$ cat config.mk
export PLATFORM = sky130hd
export DESIGN_NAME = vftr_queue
export DESIGN_NICKNAME = d
export VERILOG_FILES = /design/src/rtl/vftr_pkg.sv /design/src/rtl/vftr_queue.sv
export SDC_FILE = /design/constraint.sdc
export NUM_CORES = 1
export LEC_CHECK = 0
export BUFFER_PORTS_ARGS = -buffer_cell sky130_fd_sc_hd__buf_4
export CELL_PAD_IN_SITES_DETAIL_PLACEMENT = 1
export CELL_PAD_IN_SITES_GLOBAL_PLACEMENT = 2
export CORE_MARGIN = 1.5
export CORE_UTILIZATION = 30
export DETAILED_ROUTE_END_ITERATION = 12
export PLACE_DENSITY = 0.7
export SYNTH_ARGS = -nofsm -noshare
export SYNTH_HDL_FRONTEND = slang
export SYNTH_SLANG_ARGS = --single-unit
export TNS_END_PERCENT = 1
$ cat constraint.sdc
create_clock -name i_clk -period 17.04 [get_ports i_clk]
set_clock_uncertainty 0.2 [all_clocks]
set_input_delay 3.408 -clock i_clk [delete_from_list [all_inputs] [get_ports i_clk]]
set_output_delay 3.408 -clock i_clk [all_outputs]
set_load 0.02 [all_outputs]
$ cat src/rtl/vftr_pkg.sv
// ----------------------------------------------------------------------------
// vftr_pkg
// Shared types and constants of the velocity faded trail ring.
// ----------------------------------------------------------------------------
package vftr_pkg;

    // default number of quads (vertex pairs) kept in the ring
    localparam int QUADS_DEF = 32;

    // 0.7 in Q0.16
    localparam logic [15:0] SEVEN_TENTHS = 16'd45875;
    // 0.001 s in Q16.16, rounded
    localparam logic [31:0] TIME_GUARD = 32'd66;
    // 1.0 in Q0.16
    localparam logic [16:0] ONE_Q16 = 17'h10000;

    localparam logic [23:0] SPEED_LOW_RST  = 24'd163840;
    localparam logic [23:0] SPEED_HIGH_RST = 24'd2621440;

    // final root counter value and the step counts of the two divisions
    localparam logic [5:0] SQRT_LAST  = 6'd32;
    localparam logic [4:0] DIV1_STEPS = 5'd24;
    localparam logic [4:0] DIV2_STEPS = 5'd17;

    typedef enum logic {
        CFG_SPEED_LOW  = 1'b0,
        CFG_SPEED_HIGH = 1'b1
    } t_cfg_reg;

    typedef enum logic {
        KIND_START  = 1'b0,
        KIND_SAMPLE = 1'b1
    } t_kind;

    // one classified sample handed from front to back
    typedef struct packed {
        logic        start;
        logic [31:0] base_x;
        logic [31:0] base_y;
        logic [31:0] base_z;
        logic [31:0] tip_x;
        logic [31:0] tip_y;
        logic [31:0] tip_z;
        logic [16:0] scale;
    } t_sample;

    // divider request and response
    typedef struct packed {
        logic        go;
        logic [31:0] rem0;
        logic [23:0] bits;
        logic [4:0]  steps;
        logic [31:0] den;
    } t_div_req;

    typedef struct packed {
        logic        done;
        logic [23:0] quot;
    } t_div_rsp;

    typedef enum logic [3:0] {
        F_IDLE,
        F_DIFF,
        F_SQUARE,
        F_ROOT,
        F_SPEED,
        F_SPEED_WAIT,
        F_SCALE,
        F_SCALE_WAIT,
        F_PUSH
    } t_front_state;

    typedef enum logic [1:0] {
        B_IDLE,
        B_WRITE,
        B_EMIT
    } t_back_state;

endpackage

$ cat src/rtl/vftr_queue.sv
// ----------------------------------------------------------------------------
// vftr_queue
// Two-entry queue of classified samples between front and back.
// ----------------------------------------------------------------------------
module vftr_queue (
    input  logic               i_clk,
    input  logic               i_rst_n,
    input  logic               i_push,
    input  vftr_pkg::t_sample  i_data,
    output logic               o_full,
    input  logic               i_pop,
    output vftr_pkg::t_sample  o_data,
    output logic               o_empty
);
    import vftr_pkg::*;

    t_sample    r_slot [2];
    logic       r_wr_ptr;
    logic       r_rd_ptr;
    logic [1:0] r_count;

    assign o_full  = (r_count == 2'd2);
    assign o_empty = (r_count == 2'd0);
    assign o_data  = r_slot[r_rd_ptr];

    // pointers and fill level
    always_ff @(posedge i_clk) begin
        if (!i_rst_n) begin
            r_wr_ptr <= 1'b0;
            r_rd_ptr <= 1'b0;
            r_count  <= '0;
        end else begin
            if (i_push) r_wr_ptr <= ~r_wr_ptr;
            if (i_pop)  r_rd_ptr <= ~r_rd_ptr;
            r_count <= r_count + {1'b0, i_push} - {1'b0, i_pop};
        end
    end

    // hold the words
    always_ff @(posedge i_clk) begin
        if (i_push) r_slot[r_wr_ptr] <= i_data;
    end

endmodule

==> flow_summary_export.csv <==
group,metric,value,unit
pwr,vdd_drop_max,0.0000868,V
pwr,powerDensity,121,nW/um^2
finish,drive_above_1_share,60.7,%
timing,worst_slack,10.16,ns
cts,clock_path_buffers,3,
finish,multi_input_area,2490,um^2
timing,fin_hold_ws,0.371,ns
drt,num_vias,7937,
timing,hold_violations,0,
yosys,ys_seq_area_share,82.3,%
yosys,yosysWarnings,0,
pwr,p_switching,0.581,mW
timing,setup-tns-final,0,ns
finish,fillCellCount,5007,
cts,post_cts_resize_count,0,
cts,hold_buffers,0,
cts,clock-sinks,425,
finish,area_growth,34.4,%
yosys,mappedNetlistNets,890,
drt,viasPerCell,4.31,
drt,drt_pass1_iterations,4,
pwr,power_frac_clock,38.3,%
worst_setup_path,r2r_setup_slack,13.91,ns
die,die_area,52900,um^2
yosys,synth.area.top_cells,"edfxtp_1 82%, mux2_2 15%, buf_6 1.6%",
cts,cts_tree,"done",
drt,first_iter_violations,383,
yosys,synth_top_flop_cell,"edfxtp_1",
timing,setup_viol,0,
finish,final_area,20800,um^2
worst_setup_path,r2r_end,"r_slot[1][130]$_DFFE_PP_",
finish,final_nets,1350,
worst_setup_path,slowest_delay,0.69,ns
timing,period_minus_slack,6.88,ns
timing,relSlewSlack,30.6,%
cts,cts-root-buf,"clkbuf_16",
yosys,ys_ff_latch,425,
worst_setup_path,path_depth,4,
global_route,grt_pass1_vias,8906,
worst_setup_path,cp-end-kind,"output port",
die,rows,82,
timing,max_freq,145,MHz
cts,clk_pin_slew_worst_paths,0.06,ns
yosys,synthCells,674,
worst_setup_path,cp-start-kind,"flop",
placed_design,dpl.hpwl,25700,um
worst_setup_path,reg2reg_depth,3,
timing,finalCritPeriodShare,40.4,%
placed_design,place_area,19300,um^2
worst_setup_path,path_delay_family,"buffers and inverters",
worst_hold_path,hold_class,"reg2reg",
cts,cts_max_level,2,
placed_design,io_buffers,425,
worst_setup_path,crit_top_cell,"buf_4",
run,drv_cap,0,
global_route,track_usage,14.2,%
drt,wirelength,37700,um
timing,grt_setup_unrepaired,"no",
global_route,antenna_found_initial,2,
worst_setup_path,endpoint,"o_data[92]",
worst_setup_path,cp_num_buf_inv,3,
placed_design,dp_slack,10.68,ns
cts,clock_latency,0.55,ns
run_status,outcome,"completed",
yosys,yosysTopAreaCell,"edfxtp_1",
die,core,50500,um^2
worst_setup_path,cpMaxStageDelayCell,"buf_4",
yosys,yosysMostFrequentCell,"edfxtp_1",
yosys,synth_top_area_share,81.6,%
die,ios,426,
pwr,comb_power_share,12.8,%
pwr,leakage,7.64,nW
cts,cts-buffers-inserted,46,
yosys,synth_area,15500,um^2
global_route,grt-ovfl-total,0,
timing,slew_violations,0,
worst_setup_path,path_class,"reg2out",
yosys,synth-async-reset-ratio,0,%
timing,worst_pin_slew,1.04,ns
drt,drc,0,
yosys,synth-edff-count,420,
worst_setup_path,path_cells,"buf_4, buf_4, mux2_2, buf_4",
global_route,grt_pass1_wl,56200,um
yosys,ys_types,13,
worst_setup_path,cp.required,13.43,ns
placed_design,place_congestion,0.778,
pwr,switching_share,23.1,%
die,start_util,30.6,%
worst_setup_path,rr_startpoint,"r_wr_ptr$_SDFFE_PN0P_",
pwr,seqPwrFrac,48.9,%
drt,drtAntennaViolNets,0,
finish,seq_area,12700,um^2
yosys,synth.top_cells.by_count,"420 x edfxtp_1, 210 x mux2_2, 22 x buf_6",
yosys,syn_avg_cell_area,22.9,um^2
worst_setup_path,arrival,3.28,ns
global_route,grt_start_max_net_pins,74,
pwr,p_int,1.93,mW
drt,wire_per_inst,20.4,um
worst_setup_path,crit_path_max_fanout,55,
die,die_x,230,um
die,die_y,230,um
cts,cts_setup_buffers,0,
## cells by family after synthesis
kind of cell | after synthesis | synth area share (%)
xor+xnor | 2 | 0.202
simple gates | 9 | 0.348
compound gates | 1 | 0.0486
flops | 425 | 82.3
mux | 210 | 15.3
fa+ha+maj | 2 | 0.162
buf+inv | 25 | 1.68
## sequential cells by signal (all words and copies together) (netlist names), named ones only
signal    cells
r_count       2
r_rd_ptr      1
r_slot      420
r_wr_ptr      1
## power groups by stage
stage          Sequential [mW]  Clock, mW  Combinational (mW)
2_1_floorplan             1.25          0               0.180
3_3_place_gp              1.25          0               0.322
3_5_place_dp              1.25          0               0.327
4_1_cts                   1.23      0.995               0.329
5_1_grt                   1.23       1.03               0.342
6_report                  1.23      0.961               0.321
## how the worst min path moves through the flow
stage / startpoint / depth (start not counted) / endpoint / slack (ns)
after floorplan: r_rd_ptr$_SDFFE_PN0P_ / 2 / flop / 0.35
after global routing: r_rd_ptr$_SDFFE_PN0P_ / 2 / flop / 0.40
after CTS: r_rd_ptr$_SDFFE_PN0P_ / 2 / flop / 0.38
after global placement: r_rd_ptr$_SDFFE_PN0P_ / 2 / flop / 0.36
final: r_rd_ptr$_SDFFE_PN0P_ / 2 / flop / 0.37
after detailed placement: r_rd_ptr$_SDFFE_PN0P_ / 2 / flop / 0.37
## worst register-to-register path, cell delays in order, from the launching register on
cell and delay (ns):
dfxtp_1 0.39, and2_4 0.52, buf_4 0.75, buf_4 0.83
## through the flow
| step | total power, mW | utilization (%) | instances |
|---|---|---|---|
| finish | 2.51 | 41.2 | 1842 |
| global route | 2.61 | 41.2 | 1842 |
| CTS | 2.55 | 41.2 | 1841 |
| detailed placement | 1.58 | 38.3 | 1758 |
| global placement | 1.57 | 38.3 | 1758 |
| floorplan | 1.43 | - | 674 |
## metal layers
metal | track usage [%] | vias up | share of wire (%)
met4 | 6.31 | 2 | 4.2
met2 | 24.3 | 255 | 51
met5 | 0 | - | 0.021
met3 | 4.20 | 86 | 6.4
li1 | - | 3607 | -
met1 | 16.3 | 3987 | 38
## cell type report
cell class | count | share of cell area (%)
Antenna cell | 1 | 0.0120
Tap cell | 672 | 4.05
Multi-Input combinational cell | 224 | 12.0
Clock inverter | 23 | 0.885
Clock buffer | 60 | 6.10
Timing Repair Buffer | 435 | 15.7
Sequential cell | 425 | 61.2
Inverter | 2 | 0.0361
## layout by cell type (no fill, tap or decap)
master / n
buf_4: 435
edfxtp_1: 420
mux2_2: 210
clkbuf_16: 49
clkbuf_1: 11
clkinv_1: 10
clkinv_2: 8
dfxtp_1: 4
and2_1: 3
nor2b_1: 3
bufinv_16: 3
inv_1: 2
ha_1: 2
diode_2: 1
nor2_1: 1
and2_4: 1
xor2_1: 1
nor2b_4: 1
o21a_1: 1
xnor3_1: 1
dfxtp_4: 1
clkinvlp_4: 1
clkinv_4: 1
Note: power is estimated with default switching activity, not from simulation.
